File: config.mk
export PLATFORM = sky130hd
export DESIGN_NAME = riff_wave_chunk_parser_top
export DESIGN_NICKNAME = d
export VERILOG_FILES = /design/src/hdl/rwcp_pkg.sv /design/src/hdl/riff_wave_chunk_parser_top.sv
export VERILOG_INCLUDE_DIRS = /design/src /design/src/hdl
export SDC_FILE = /design/constraint.sdc
export NUM_CORES = 1
export LEC_CHECK = 0
export ABC_AREA = 1
export BUFFER_PORTS_ARGS = -buffer_cell sky130_fd_sc_hd__buf_2
export CORE_MARGIN = 2
export CORE_UTILIZATION = 56
export DETAILED_ROUTE_END_ITERATION = 7
export PLACE_DENSITY = 0.81
export SETUP_SLACK_MARGIN = 0.2
export SLEW_MARGIN = 5
export SYNTH_ARGS = -nofsm -noshare
export SYNTH_HDL_FRONTEND = slang
export SYNTH_SLANG_ARGS = --single-unit
File: constraint.sdc
create_clock -name clk -period 5.65 [get_ports clk]
set_input_delay 0 -clock clk [delete_from_list [all_inputs] [get_ports clk]]
set_output_delay 0 -clock clk [all_outputs]
set_load 0.02 [all_outputs]
File: src/hdl/riff_wave_chunk_parser_top_defines.svh
// ---------------------------------------------------------------------------
// RIFF/WAVE chunk parser assertion macros
// Concurrent check wrappers, compiled away for synthesis.
// ---------------------------------------------------------------------------
`ifndef RIFF_WAVE_CHUNK_PARSER_TOP_DEFINES_SVH
`define RIFF_WAVE_CHUNK_PARSER_TOP_DEFINES_SVH

`ifndef SYNTHESIS
`define RWCP_ASSERT_SAME(label, ante, cons, msg) \
	label: assert property (@(posedge clk) disable iff (!arst_n) (ante) |-> (cons)) \
		else $error(msg);
`define RWCP_ASSERT_NEXT(label, ante, cons, msg) \
	label: assert property (@(posedge clk) disable iff (!arst_n) (ante) |=> (cons)) \
		else $error(msg);
`else
`define RWCP_ASSERT_SAME(label, ante, cons, msg)
`define RWCP_ASSERT_NEXT(label, ante, cons, msg)
`endif

`endif

File: src/hdl/rwcp_pkg.sv
// ---------------------------------------------------------------------------
// RIFF/WAVE chunk parser package
// Parse phases, chunk kinds, status codes, tags and the result item type.
// ---------------------------------------------------------------------------
package rwcp_pkg;

	typedef enum logic [4:0] {
		PH_FILE_HEADER  = 5'b00001,
		PH_CHUNK_HEADER = 5'b00010,
		PH_BODY         = 5'b00100,
		PH_PAD          = 5'b01000,
		PH_HALTED       = 5'b10000
	} phase_t;

	typedef enum logic [1:0] {
		KIND_OTHER = 2'd0,
		KIND_FMT   = 2'd1,
		KIND_DATA  = 2'd2
	} kind_t;

	localparam logic [3:0] ST_OK         = 4'd0;
	localparam logic [3:0] ST_TOO_SMALL  = 4'd1;
	localparam logic [3:0] ST_NOT_RIFF   = 4'd2;
	localparam logic [3:0] ST_CORRUPT    = 4'd3;
	localparam logic [3:0] ST_BAD_FMT    = 4'd4;
	localparam logic [3:0] ST_MISSING    = 4'd5;
	localparam logic [3:0] ST_FORMAT     = 4'd6;
	localparam logic [3:0] ST_DEPTH      = 4'd7;
	localparam logic [3:0] ST_NO_FRAMES  = 4'd8;

	localparam logic [31:0] TAG_RIFF = 32'h5249_4646;
	localparam logic [31:0] TAG_WAVE = 32'h5741_5645;
	localparam logic [31:0] TAG_FMT  = 32'h666D_7420;
	localparam logic [31:0] TAG_DATA = 32'h6461_7461;

	localparam logic [31:0] MIN_FILE_BYTES = 32'd44;
	localparam logic [31:0] FMT_MIN_BYTES  = 32'd16;
	localparam logic [4:0]  FMT_FIELD_END  = 5'd16;
	localparam logic [4:0]  HDR_BYTES      = 5'd8;
	localparam logic [4:0]  TAG_BYTES      = 5'd4;
	localparam logic [15:0] FMT_PCM        = 16'd1;
	localparam logic [15:0] FMT_FLOAT      = 16'd3;
	localparam logic [15:0] DEPTH_PCM      = 16'd16;
	localparam logic [15:0] DEPTH_FLOAT    = 16'd32;

	typedef struct packed {
		logic [31:0] data_length;
		logic [15:0] bits_per_sample;
		logic [31:0] sample_rate;
		logic [15:0] channels;
		logic [15:0] audio_format;
		logic [3:0]  status;
		logic [7:0]  pcm_byte;
		logic        data_start;
		logic        is_report;
	} result_t;

endpackage

File: src/hdl/riff_wave_chunk_parser_top.sv
// ---------------------------------------------------------------------------
// RIFF/WAVE chunk parser
// Walks a WAV byte stream, passes data chunk bytes and reports the header.
// ---------------------------------------------------------------------------
// Usage:
//   Input stream (s_*): one file byte per beat in s_tdata[7:0]; s_tlast
//   marks the final byte of the file.
//   Output stream (m_*): a pcm beat for each data chunk byte, and after the
//   final byte a report beat. m_tuser[0] tells a report from a pcm beat,
//   m_tuser[1] flags the first byte of a data chunk.
//   Each result is written into the result queue when its byte is accepted.
//   Throughput: one byte per cycle while s_tready is high. A data chunk
//   byte that is also the final byte of the file yields two beats; the
//   four-entry result queue absorbs this, and s_tready falls only when fewer
//   than two entries are free.
//   Reset clears all parse state and empties the queue. After each final
//   byte the parser returns to its reset state for the next file.
//   When the receiver stalls, results wait in the queue and input is taken
//   until the queue nears full.
// ---------------------------------------------------------------------------
`include "riff_wave_chunk_parser_top_defines.svh"

module riff_wave_chunk_parser_top
	import rwcp_pkg::*;
(
	input  logic         clk,
	input  logic         arst_n,
	input  logic         s_tvalid,
	output logic         s_tready,
	input  logic [7:0]   s_tdata,   // [7:0] data_byte
	input  logic         s_tlast,   // end_of_file
	output logic         m_tvalid,
	input  logic         m_tready,
	// [7:0] pcm_byte, [11:8] status, [27:12] audio_format, [43:28] channels,
	// [75:44] sample_rate, [91:76] bits_per_sample, [123:92] data_length,
	// [127:124] zero
	output logic [127:0] m_tdata,
	output logic [1:0]   m_tuser    // [0] is_report, [1] data_start
);

	localparam int FIFO_DEPTH = 4;
	localparam int PTR_W = $clog2(FIFO_DEPTH);
	localparam int CNT_W = $clog2(FIFO_DEPTH + 1);

	logic [31:0] bcnt_q, bcnt_n;
	phase_t      phase_q, phase_n;
	logic [31:0] tag_q, tag_n;
	logic [31:0] rem_q, rem_n;
	logic [4:0]  off_q, off_n;
	kind_t       kind_q, kind_n;
	logic        pad_q, pad_n;
	logic [3:0]  err_q, err_n;
	logic        fpe_q, fpe_n;
	logic [15:0] fmt_q, fmt_n;
	logic [15:0] ch_q, ch_n;
	logic [31:0] rate_q, rate_n;
	logic [15:0] depth_q, depth_n;
	logic [31:0] dlen_q, dlen_n;

	logic        take, pop, fin, pcm_vld;
	logic [3:0]  status;
	logic [17:0] frame_bytes;
	result_t     pcm_res, rep_res, res0, res1, head;
	logic        push0, push1;
	logic [CNT_W-1:0] npush;

	result_t          fifo_q [FIFO_DEPTH];
	logic [PTR_W-1:0] wr_ptr_q, rd_ptr_q;
	logic [CNT_W-1:0] cnt_q;

	assign take = s_tvalid && s_tready;
	assign pop = m_tvalid && m_tready;
	assign s_tready = cnt_q <= CNT_W'(FIFO_DEPTH - 2);

	always_comb begin
		bcnt_n = (bcnt_q != 32'hFFFF_FFFF) ? bcnt_q + 32'd1 : bcnt_q;
		phase_n = phase_q;
		tag_n = tag_q;
		rem_n = rem_q;
		off_n = off_q;
		kind_n = kind_q;
		pad_n = pad_q;
		err_n = err_q;
		fpe_n = fpe_q;
		fmt_n = fmt_q;
		ch_n = ch_q;
		rate_n = rate_q;
		depth_n = depth_q;
		dlen_n = dlen_q;
		fin = 1'b0;
		pcm_vld = 1'b0;
		unique case (phase_q)
			PH_FILE_HEADER: begin
				tag_n = {tag_q[23:0], s_tdata};
				if (bcnt_q == 32'd3 && tag_n != TAG_RIFF) begin
					err_n = ST_NOT_RIFF;
					phase_n = PH_HALTED;
				end else if (bcnt_q == 32'd11) begin
					if (tag_n != TAG_WAVE) begin
						err_n = ST_NOT_RIFF;
						phase_n = PH_HALTED;
					end else begin
						phase_n = PH_CHUNK_HEADER;
						off_n = 5'd0;
					end
				end
			end
			PH_CHUNK_HEADER: begin
				if (off_q < TAG_BYTES) tag_n = {tag_q[23:0], s_tdata};
				else rem_n = {s_tdata, rem_q[31:8]};
				off_n = off_q + 5'd1;
				if (off_n >= HDR_BYTES) begin
					off_n = 5'd0;
					pad_n = rem_n[0];
					fpe_n = 1'b0;
					if (tag_n == TAG_FMT) begin
						kind_n = KIND_FMT;
						fpe_n = rem_n < FMT_MIN_BYTES;
					end else if (tag_n == TAG_DATA) begin
						kind_n = KIND_DATA;
						dlen_n = rem_n;
					end else begin
						kind_n = KIND_OTHER;
					end
					phase_n = PH_BODY;
					fin = rem_n == 32'd0;
				end
			end
			PH_BODY: begin
				if (kind_q == KIND_DATA) begin
					pcm_vld = 1'b1;
				end else if (kind_q == KIND_FMT) begin
					case (off_q)
						5'd0:  fmt_n = {8'd0, s_tdata};
						5'd1:  fmt_n = {s_tdata, fmt_q[7:0]};
						5'd2:  ch_n = {8'd0, s_tdata};
						5'd3:  ch_n = {s_tdata, ch_q[7:0]};
						5'd4:  rate_n = {24'd0, s_tdata};
						5'd5:  rate_n = {16'd0, s_tdata, rate_q[7:0]};
						5'd6:  rate_n = {8'd0, s_tdata, rate_q[15:0]};
						5'd7:  rate_n = {s_tdata, rate_q[23:0]};
						5'd14: depth_n = {8'd0, s_tdata};
						5'd15: depth_n = {s_tdata, depth_q[7:0]};
						default: ;
					endcase
				end
				if (off_q < FMT_FIELD_END) off_n = off_q + 5'd1;
				rem_n = rem_q - 32'd1;
				fin = rem_n == 32'd0;
			end
			PH_PAD: begin
				phase_n = PH_CHUNK_HEADER;
				off_n = 5'd0;
			end
			PH_HALTED: ;
			default: ;
		endcase
		if (fin) begin
			if (fpe_n) begin
				err_n = ST_BAD_FMT;
				phase_n = PH_HALTED;
			end else begin
				off_n = 5'd0;
				phase_n = pad_n ? PH_PAD : PH_CHUNK_HEADER;
			end
		end
	end

	always_comb begin
		frame_bytes = (fmt_n == FMT_PCM) ? {1'b0, ch_n, 1'b0} : {ch_n, 2'b00};
		if (bcnt_n < MIN_FILE_BYTES) status = ST_TOO_SMALL;
		else if (err_n != ST_OK) status = err_n;
		else if (phase_n == PH_BODY && rem_n != 32'd0) status = ST_CORRUPT;
		else if (ch_n == 16'd0 || rate_n == 32'd0 || depth_n == 16'd0 || dlen_n == 32'd0)
			status = ST_MISSING;
		else if (fmt_n != FMT_PCM && fmt_n != FMT_FLOAT) status = ST_FORMAT;
		else if (!((fmt_n == FMT_PCM && depth_n == DEPTH_PCM) ||
				(fmt_n == FMT_FLOAT && depth_n == DEPTH_FLOAT)))
			status = ST_DEPTH;
		else if (dlen_n < {14'd0, frame_bytes}) status = ST_NO_FRAMES;
		else status = ST_OK;
	end

	always_comb begin
		pcm_res = '0;
		pcm_res.pcm_byte = s_tdata;
		pcm_res.data_start = off_q == 5'd0;
		rep_res = '0;
		rep_res.is_report = 1'b1;
		rep_res.status = status;
		rep_res.audio_format = fmt_n;
		rep_res.channels = ch_n;
		rep_res.sample_rate = rate_n;
		rep_res.bits_per_sample = depth_n;
		rep_res.data_length = dlen_n;
		res0 = pcm_vld ? pcm_res : rep_res;
		res1 = rep_res;
		push0 = pcm_vld || s_tlast;
		push1 = pcm_vld && s_tlast;
		npush = CNT_W'(push0) + CNT_W'(push1);
	end

	always_ff @(posedge clk or negedge arst_n) begin
		if (!arst_n) begin
			bcnt_q <= '0;
			phase_q <= PH_FILE_HEADER;
			tag_q <= '0;
			rem_q <= '0;
			off_q <= '0;
			kind_q <= KIND_OTHER;
			pad_q <= 1'b0;
			err_q <= ST_OK;
			fpe_q <= 1'b0;
			fmt_q <= '0;
			ch_q <= '0;
			rate_q <= '0;
			depth_q <= '0;
			dlen_q <= '0;
		end else if (take) begin
			if (s_tlast) begin
				bcnt_q <= '0;
				phase_q <= PH_FILE_HEADER;
				tag_q <= '0;
				rem_q <= '0;
				off_q <= '0;
				kind_q <= KIND_OTHER;
				pad_q <= 1'b0;
				err_q <= ST_OK;
				fpe_q <= 1'b0;
				fmt_q <= '0;
				ch_q <= '0;
				rate_q <= '0;
				depth_q <= '0;
				dlen_q <= '0;
			end else begin
				bcnt_q <= bcnt_n;
				phase_q <= phase_n;
				tag_q <= tag_n;
				rem_q <= rem_n;
				off_q <= off_n;
				kind_q <= kind_n;
				pad_q <= pad_n;
				err_q <= err_n;
				fpe_q <= fpe_n;
				fmt_q <= fmt_n;
				ch_q <= ch_n;
				rate_q <= rate_n;
				depth_q <= depth_n;
				dlen_q <= dlen_n;
			end
		end
	end

	always_ff @(posedge clk) begin
		if (take && push0) fifo_q[wr_ptr_q] <= res0;
		if (take && push1) fifo_q[wr_ptr_q + PTR_W'(1)] <= res1;
	end

	always_ff @(posedge clk or negedge arst_n) begin
		if (!arst_n) begin
			wr_ptr_q <= '0;
			rd_ptr_q <= '0;
			cnt_q <= '0;
		end else begin
			if (take) wr_ptr_q <= wr_ptr_q + PTR_W'(npush);
			if (pop) rd_ptr_q <= rd_ptr_q + PTR_W'(1);
			cnt_q <= cnt_q + (take ? npush : CNT_W'(0)) - CNT_W'(pop);
		end
	end

	assign head = fifo_q[rd_ptr_q];
	assign m_tvalid = cnt_q != '0;
	assign m_tuser = {head.data_start, head.is_report};
	assign m_tdata = {4'd0, head.data_length, head.bits_per_sample, head.sample_rate,
		head.channels, head.audio_format, head.status, head.pcm_byte};

	`RWCP_ASSERT_SAME(a_queue_bound, 1'b1, cnt_q <= CNT_W'(FIFO_DEPTH), "result queue overflow")
	`RWCP_ASSERT_NEXT(a_eof_restart, take && s_tlast, phase_q == PH_FILE_HEADER && bcnt_q == 32'd0, "no restart after final byte")
	`RWCP_ASSERT_SAME(a_halt_has_error, phase_q == PH_HALTED, err_q != ST_OK, "halted without error code")
	`RWCP_ASSERT_SAME(a_pcm_no_status, m_tvalid && !m_tuser[0], m_tdata[11:8] == ST_OK, "pcm beat carries status")

endmodule

* Yosys cells after proc, flatten, opt, wreduce, memory -nomap -nowiden
Memory sizes are Yosys's and may differ from the RTL's. Cells that the tools add are included.
Storage, ports and cells: register bits 233, latch bits 0, memory bits (writable) 504, memory bits (read-only) 0, output and inout port bits 132, logic and storage cells 183, memories kept 1
Cells by class: add/sub/neg operators 9, multiply operators 0, div/mod/pow operators 0, magnitude comparators 7, equality and inequality tests 29, shift-type cells 0, muxes and demuxes 90, bitwise logic cells 0, reductions and logical operators 30
Memories:
- fifo_q | depth 4, width 126, rd ports 1, clocked after memory_dff 0, write ports 2, RTL line riff_wave_chunk_parser_top.sv:67 | result_t fifo_q [FIFO_DEPTH];
Operators with widths (number):
- 32-bit 2-to-1 mux | 17
- 16-bit 2-to-1 mux | 12
- 32-bit logical NOT | 4
- 32-bit one-hot mux with 2 select lines | 2
- 32-bit one-hot mux with 4 select lines | 1
- 126-bit 2-to-1 mux | 1
- 16-bit one-hot mux with 2 select lines | 3
- 5-bit 2-to-1 mux | 15
- 32-bit by 31-bit == test with 1-bit output (second input constant) | 2
- 32-bit by 31-bit != test with 1-bit output (second input constant) | 2
- 4-bit 2-to-1 mux | 15
- 32-bit by 1-bit adder with 32-bit output (second input constant) | 1
- 32-bit by 2-bit == test with 1-bit output (second input constant) | 1
- 32-bit by 4-bit == test with 1-bit output (second input constant) | 1
- 16-bit logical NOT | 2
- 32-bit by 18-bit < comparator with 1-bit output | 1
- 32-bit by 5-bit < comparator with 1-bit output (second input constant) | 1
- 32-bit by 6-bit < comparator with 1-bit output (second input constant) | 1
- 32-bit != test (second input constant) | 1
- 32-bit nonzero test | 1
- 32-bit by 1-bit subtractor with 32-bit output (second input constant) | 1
- 5-bit by 3-bit == test with 1-bit output (second input constant) | 6
- 5-bit one-hot mux with 4 select lines | 1
- 18-bit 2-to-1 mux | 1
- other kinds (33) | 72

* Longest topological paths before layout
Gate-level depths: netlist of the first run.
depth in word-level cells 17, mapped depth 29, gate-level depth less buffers 27

* Worst setup path before layout of the first run
OpenSTA, ideal clock, no wires.
path kind reg-to-reg, from reg phase_q[0], to mem fifo_q[1][100] in the netlist's numbering, enable pin, setup time 0.479 ns, data arrival time 5.092 ns, data required time 5.171 ns, setup slack 0.079 ns, stages on the path, launching flop included 14, buffers on the path 3, clock period less this slack 5.571 ns, path through dfstp_2 -> nor2_1 -> nand2_1 -> nor2_2 -> clkbuf_1 -> buf_1 -> nand2_1 -> clkbuf_1 -> ha_1 -> nor2_1 -> inv_1 -> nor3_1 -> inv_1 -> nand2_1
RTL lines:
- start, declared | RTL line riff_wave_chunk_parser_top.sv:46 | phase_t phase_q, phase_n;
- start signal, assigned | RTL line riff_wave_chunk_parser_top.sv:237 | phase_q <= phase_n;
- end, declared | RTL line riff_wave_chunk_parser_top.sv:67

==> metrics.txt, run 1 <==
status=finished clean; worst-margin pin slew=1.13 ns; final wirelength=111 mm; placer congestion estimate=1.00; Final Hold Violating Endpoints=0; Mapped Cells=4417; area of the multi-input gates=14300 µm²; xor and xnor fraction of the mapped netlist area=0.800%; VDD IR-drop max=0.000425 V; CP arrival=5.34 ns; Leak=0.0159 µW; row cnt=94; main combinational cell family by area after synthesis=simple AND/OR/NAND/NOR gates; final period utilization=86.1%; DP HPWL=71.0 mm; core area=65700 µm²; wire per inst=20.6 µm; mean area per synthesized cell=8.42 µm²; Root Driver=clkbuf_16; DRT antenna net count=0; cell taking the most area after synthesis=edfxtp_1; power density over the cells=522 nW/µm²; crit-path max cell delay=0.50 ns; CP max FO=41; Cell Area, Synth=37200 µm²; H-tree depth=3; vias in the first global route=31.0k; fin crit period=4.86 ns; largest net degree at the start of global routing=109; FF+latch count, synth=737; Netlist cell types=58; Final nets=4509; Die Y=262 µm; count of final max-slew check failures=0; Slew HR=24.5%; # port buffers=140; Reg area=20600 µm²; vias=32.7k; most frequent CP cell=nand2_1; drt pass-1 iters=8; full die area=68500 µm²; Layout fillers=5344; Peak Freq=206 MHz; Fin Setup TNS=0 ns; compound-gate portion of the synthesized area=13.7%; critical path's slowest cell=nor2_4; Clock Path Buffers=3; # setup viols final=0; TritonCTS clock tree=done; crit-path cells=nor2_4 > nand2_4 > a21oi_2 > nand2_1 > nand2_1 > nand2_1 > nor2_1 > nand2_1 > nor2_1 > nand2_2 > o21ai_0 > ha_1 > a21oi_1 > nor2_1 > a211oi_1 > o221a_2 > nand2_1 > nand2_1 > nand3_1 > nand2_1 > nand2_1 > nor2_1; Setup CP Type=reg2reg; first-pass GRT wire length=172 mm; sequential share of the synthesized area=55.3%; RSZ-0062 raised after global routing=false; Worst Setup Start Kind=register; io pins=145; area delta synth->final=11.2%; post-synthesis mux area share=0%; Power Total=21600 µW; top_reg_cell synth=edfxtp_1; EDFF count, synth=464; Avg Vias per Cell=6.06; crit end category=register; Critical Path RT=6.13 ns; Ys Warns=0; CTS buffer count=78; share of cells above drive strength 1=8.39%; initial antenna violation count=2; hold crit path type=in2reg; total gr overflow=0; Clock Skew=0.0264 ns; dominant cells by area after synthesis=edfxtp_1, dfrtp_1, nor2_1; Resize count post-CTS=0; Global Route Usage Sum=32.2%; Num Clock Sinks=737; simple-gate share of the synthesized area=22.7%; max_cap viols=0; asr flop ratio synth=31.6%; top cell type's share of synthesized area=37.4%; DR DRC count=0; initial DRC count=4485; Die X=262 µm; Post-Synth Adder-Cell Area=1.06%; CTS clock-pin slew for the worst setup and hold paths=0.06 ns; worst skew pair latency=0.64 ns; Initial Utilization=56.6%
## worst paths after layout
kind | slack, ns | to | start | cells after the start
setup / recovery | 0.79 | fifo_q[2][13]$_DFFE_PP_ | off_q[2]$_DFFE_PN0P_ | 22
hold / removal | 0.05 | tag_q[10]$_DFFE_PN0P_ | s_tlast | 4
setup reg to reg | 0.79 | fifo_q[2][13]$_DFFE_PP_ | off_q[2]$_DFFE_PN0P_ | 22
hold reg to reg | 0.46 | fifo_q[1][1]$_SDFFE_PP0P_ | fifo_q[1][1]$_SDFFE_PP0P_ | 2
max in group asynchronous | 4.03 | err_q[2]$_DFFE_PN0P_ | arst_n | 4
min in group asynchronous | 0.40 | rate_q[5]$_DFFE_PN0P_ | arst_n | 3
## state kept, by name, indices dropped and copies added (netlist names), 16 cells and up
register / count
fifo_q: 504
bcnt_q: 32
dlen_q: 32
rate_q: 32
rem_q: 32
tag_q: 32
ch_q: 16
depth_q: 16
fmt_q: 16
## kinds of logic after synthesis
| group | Yosys count |
|---|---|
| DFF | 737 |
| AOI/OAI and AO/OA | 922 |
| other | 1 |
| buffers and inverters | 608 |
| and+or+nand+nor | 2084 |
| adders and majority gates | 31 |
| xor gates and xnor gates | 34 |
## metrics by stage
stage                     instance area (µm²)  std cells  utilization (%)  setup WS, ns  hold WS, ns
after detailed placement                38700       5244             58.8         0.991       0.0327
after global routing                    41400       5396             62.9         0.440       0.0552
after global placement                  38700       5244             58.8          1.10       0.0393
final                                   41400       5396             62.9         0.787       0.0546
after floorplan                         37200       4420                -         0.296       -0.296
after CTS                               41400       5395             62.9         0.936       0.0169
## critical path: cells and delay by family (launching register included)
family | cells | cell delay (ns)
flip-flops | 1 | 0.48
adder cells (fa/ha/maj) | 1 | 0.29
AO/OA/AOI/OAI | 5 | 1.10
AND/OR/NAND/NOR | 16 | 2.82
## what timing repair did
item | in CTS | in global routing
hold endpoints to repair | 83 | 0
hold buffers | 5 | 0
setup buffers | 0 | 0
## cell type report
| type | instances | share of cell area, % |
|---|---|---|
| Clock inverter | 43 | 1.06 |
| Sequential cell | 737 | 49.7 |
| Antenna cell | 1 | 0.00605 |
| Clock buffer | 103 | 5.24 |
| Tap cell | 864 | 2.61 |
| Multi-Input combinational cell | 3075 | 34.7 |
| Inverter | 364 | 3.37 |
| Timing Repair Buffer | 209 | 3.32 |
## placed cells by master, fill, tap and decap left out, types with 30 or more instances in the layout
master     netlist  routed
nand3_1        116     116
nor2_1         993     992
o22ai_1        200     200
o21ai_1         31      31
ha_1            30      30
clkbuf_16        0      80
xor2_1          32      32
o211ai_1        31      31
nand4_1         75      75
o21ai_0        522     522
inv_1          355     351
a21oi_1         77      76
edfxtp_1       464     464
buf_2           22     139
nand2_1        792     787
dfrtp_1        232     230
buf_4           13      55
dfxtp_1         40      40
nor3_1          45      45
## power breakdown
group	internal, µW	total (µW)	leakage [µW]	switching [µW]
clock network	3010	5230	0.00127	2220
logic	2620	9380	0.00693	6760
registers	6400	6980	0.00769	582
total	12000	21600	0.0159	9570
## synthesized netlist by cell type, types with 9 or more instances
master	instances
a21oi_1	77
nor2_1	993
buf_2	22
a211oi_1	14
buf_4	13
ha_1	30
nor3_1	45
inv_1	355
buf_1	23
o22ai_1	200
edfxtp_1	464
a22oi_1	28
nor2_2	9
o21ai_1	31
nand2_1	792
clkbuf_1	181
dfrtp_1	232
xor2_1	32
o211ai_1	31
nand4_1	75
nor4_1	20
dfxtp_1	40
o21ai_0	522
nand3_1	116
## layer usage
metal  global-route usage [%]  vias up  share of wire [%]
met3                     5.72      372                9.9
li1                         -    14998                  -
met1                     41.9    15458                 38
met2                     52.1     1891                 47
met5                        0        -              0.012
met4                     16.4        2                5.1
(Power assumes the default switching activity.)
==> run 2: changes to the inputs <==
--- a/config.mk
+++ b/config.mk
@@ -6,11 +6,10 @@
 export SDC_FILE = /design/constraint.sdc
 export NUM_CORES = 1
 export LEC_CHECK = 0
-export ABC_AREA = 1
-export BUFFER_PORTS_ARGS = -buffer_cell sky130_fd_sc_hd__buf_2
 export CORE_MARGIN = 2
-export CORE_UTILIZATION = 56
+export CORE_UTILIZATION = 58
 export DETAILED_ROUTE_END_ITERATION = 7
+export DONT_BUFFER_PORTS = 1
 export PLACE_DENSITY = 0.81
 export SETUP_SLACK_MARGIN = 0.2
 export SLEW_MARGIN = 5
==> metrics.txt, run 2 <==
Layout fillers=4362 (-18%); Clock Skew=0.0475 ns (+0.0211 ns); initial antenna violation count=3 (+1); GRT Max-Usage Layer=met2; largest net degree at the start of global routing=234 (+110%); total gr overflow=0 (unchanged); Reg area=20600 µm² (unchanged); CTS buffer count=76 (-2.6%); Final nets=3232 (-28%); Mapped Cells=3267 (-26%); Num Clock Sinks=737 (unchanged); most frequent cells in the layout=nor2_1, edfxtp_1, nand2_1; H-tree depth=3 (unchanged); Top reg by flops=fifo_q; # setup viols final=0 (unchanged); count leader, synth=nor2_1; Setup CP Type=reg2reg; Die X=253 µm (-3.2%); status=finished, violations left; Root Driver=clkbuf_16; fin crit period=5.00 ns (+0.132 ns); RSZ-0062 raised after global routing=false; top post-synthesis cells by count=nor2_1, edfxtp_1, nand2_1; wire per inst=26.8 µm (+30%); Leak=0.0143 µW (-9.9%); worst skew pair latency=0.67 ns (+0.03 ns); Largest register FFs=504 (unchanged); DP HPWL=66.0 mm (-7.0%); EDFF count, synth=464 (unchanged); Ys Warns=0 (unchanged); power density over the cells=408 nW/µm² (-22%); worst-margin pin slew=1.16 ns (+0.0251 ns); io pins=145 (unchanged); GR Util met1=45.3% (+3.5 points); area of the multi-input gates=14400 µm² (+0.43%); hold path depth=4 (unchanged); Global Route Usage Sum=34.4% (+2.2 points); Initial Utilization=58.5% (+1.9 points); # port buffers=0 (-100%); cell taking the most area after synthesis=edfxtp_1; CP arrival=5.38 ns (+0.04 ns); mean area per synthesized cell=11.0 µm² (+31%); hold crit path type=in2reg; Critical Path RT=6.03 ns (-0.10 ns); final period utilization=88.4% (+2.3 points); placer congestion estimate=0.984 (-1.8%); vias=27.8k (-15%); Cell Area, Synth=36100 µm² (-3.1%); DRT antenna net count=0 (unchanged); commonest non-fill, non-tap cell in the layout=nor2_1; Die Y=253 µm (-3.2%); violated checks=negative hold slack; CP max FO=23 (-44%); initial DRC count=3619 (-19%); Fin Setup TNS=0 ns (unchanged); Power Total=16300 µW (-24%); Final Hold Violating Endpoints=1 (+1); row cnt=91 (-3.2%); DR DRC count=0 (unchanged); dominant cells by area after synthesis=edfxtp_1, dfrtp_1, mux4_2; final wirelength=109 mm (-1.7%); Slew HR=22.6% (-1.8 points); sequential share of the synthesized area=57.0% (+1.8 points); CTS clock-pin slew for the worst setup and hold paths=0.07 ns (about the same); Netlist cell types=93 (+60%); TritonCTS clock tree=done; met2 GRT Util=54.4% (+2.2 points); asr flop ratio synth=31.6% (unchanged); Clock Path Buffers=3 (unchanged); first-pass GRT wire length=167 mm (-2.7%); core area=61600 µm² (-6.3%); grt met3 use=8.30% (+2.6 points); max_cap viols=0 (unchanged); crit end category=register; area delta synth->final=10.7%; reg2reg path depth=18 (-18%); worst hold slack=-0.00881 ns (-0.0634 ns); # Post-CTS Setup Buffers=0 (unchanged); Avg Vias per Cell=6.80 (+12%); VDD IR-drop max=0.000310 V (-27%); vias in the first global route=27.2k (-12%); count of final max-slew check failures=0 (unchanged); Peak Freq=200 MHz (-2.6%); Worst Setup Start Kind=register; top cell type's share of synthesized area=38.6% (+1.2 points); drt pass-1 iters=6 (-2); FF+latch count, synth=737 (unchanged); full die area=64200 µm² (-6.3%); top_reg_cell synth=edfxtp_1; share of cells above drive strength 1=12.3% (+3.9 points)
run 2: cell count changes in the layout (fill, tap and decap cells not counted), moves of 71 or more:
cell / delta
inv_1: -306
nand2_1: -439
o22ai_1: -186
mux4_2: +126
nor2_1: -413
nand3_1: -71
buf_2: -139
a22o_1: +78
o21ai_0: -307
run 2: cells by family after synthesis:
logic type | Yosys count | synth area share, %
xor gates and xnor gates | 34 | 0.826
buffers and inverters | 315 | 3.40
muxes | 160 | 8.87
AOI/OAI and AO/OA | 668 | 12.1
DFF | 737 | 57.0
other | 1 | 0.0104
and+or+nand+nor | 1321 | 16.7
adders and majority gates | 31 | 1.10
run 2: cell type report:
class	instances	area share [%]
diodes	2	0.0125
clock buffers	104	5.37
clock inverters	36	1.25
inverters	50	0.508
multi-input cells	2218	36.0
flip-flops and latches	737	51.5
well taps	837	2.62
repair buffers	105	2.68
run 2: metrics by stage:
step	hold WS [ns]	setup slack (ns)	cells	cell area [µm²]	utilization (%)
2_1_floorplan	-0.296	0.739	3270	36100	-
3_5_place_dp	-0.269	0.156	3915	36800	59.7
3_3_place_gp	-0.270	0.347	3915	36800	59.7
6_report	-0.00881	0.655	4089	39900	64.8
4_1_cts	0.00969	0.470	4085	39900	64.7
5_1_grt	0.0324	0.316	4087	39900	64.8
run 2: power breakdown:
group	leakage (µW)	internal (µW)	switching, µW
clock network	0.00129	3140	2210
logic	0.00487	1500	2960
registers	0.00815	6060	438
run 2: critical path, stage by stage, from the launching register on:
cell and delay, ns:
dfrtp_1 0.50, or3_1 0.63, or4b_1 0.60, a211oi_2 0.36, nand3_4 0.29, buf_4 0.33, a21oi_1 0.17, buf_4 0.17
inv_1 0.05, ha_1 0.27, nand4_1 0.09, nor3_1 0.20, o21ai_0 0.13, and3_1 0.21, nand3_1 0.08, o211ai_1 0.08
o21ai_0 0.12, nand4_1 0.21, a31o_1 0.24
run 2: per-layer routing:
metal	vias to the layer above	wire length (µm)	part of all wire, %
li1	11923	-	-
met1	13751	40600	37
met2	1813	52200	48
met3	326	11700	11
met4	4	4850	4.4
met5	-	30	0.027
run 2: worst paths after layout:
check	to	slack (ns)	start
max	fifo_q[3][13]$_DFFE_PP_	0.65	off_q[3]$_DFFE_PN0P_
min	fifo_q[3][120]$_DFFE_PP_	-0.009	s_tdata[2]
max reg2reg	fifo_q[3][13]$_DFFE_PP_	0.65	off_q[3]$_DFFE_PN0P_
min reg2reg	fifo_q[2][0]$_SDFFE_PP1P_	0.45	fifo_q[2][0]$_SDFFE_PP1P_
max in group asynchronous	bcnt_q[12]$_DFFE_PN0P_	4.47	arst_n
min in group asynchronous	dlen_q[30]$_DFFE_PN0P_	0.01	arst_n
run 2: repair_timing:
action / in CTS / in global routing
hold endpoints to repair: 752 / 1
hold buffers: 30 / 1
setup endpoints to repair: 4 / 4
gates cloned: 0 / 0
gates resized for setup: 1 / 5
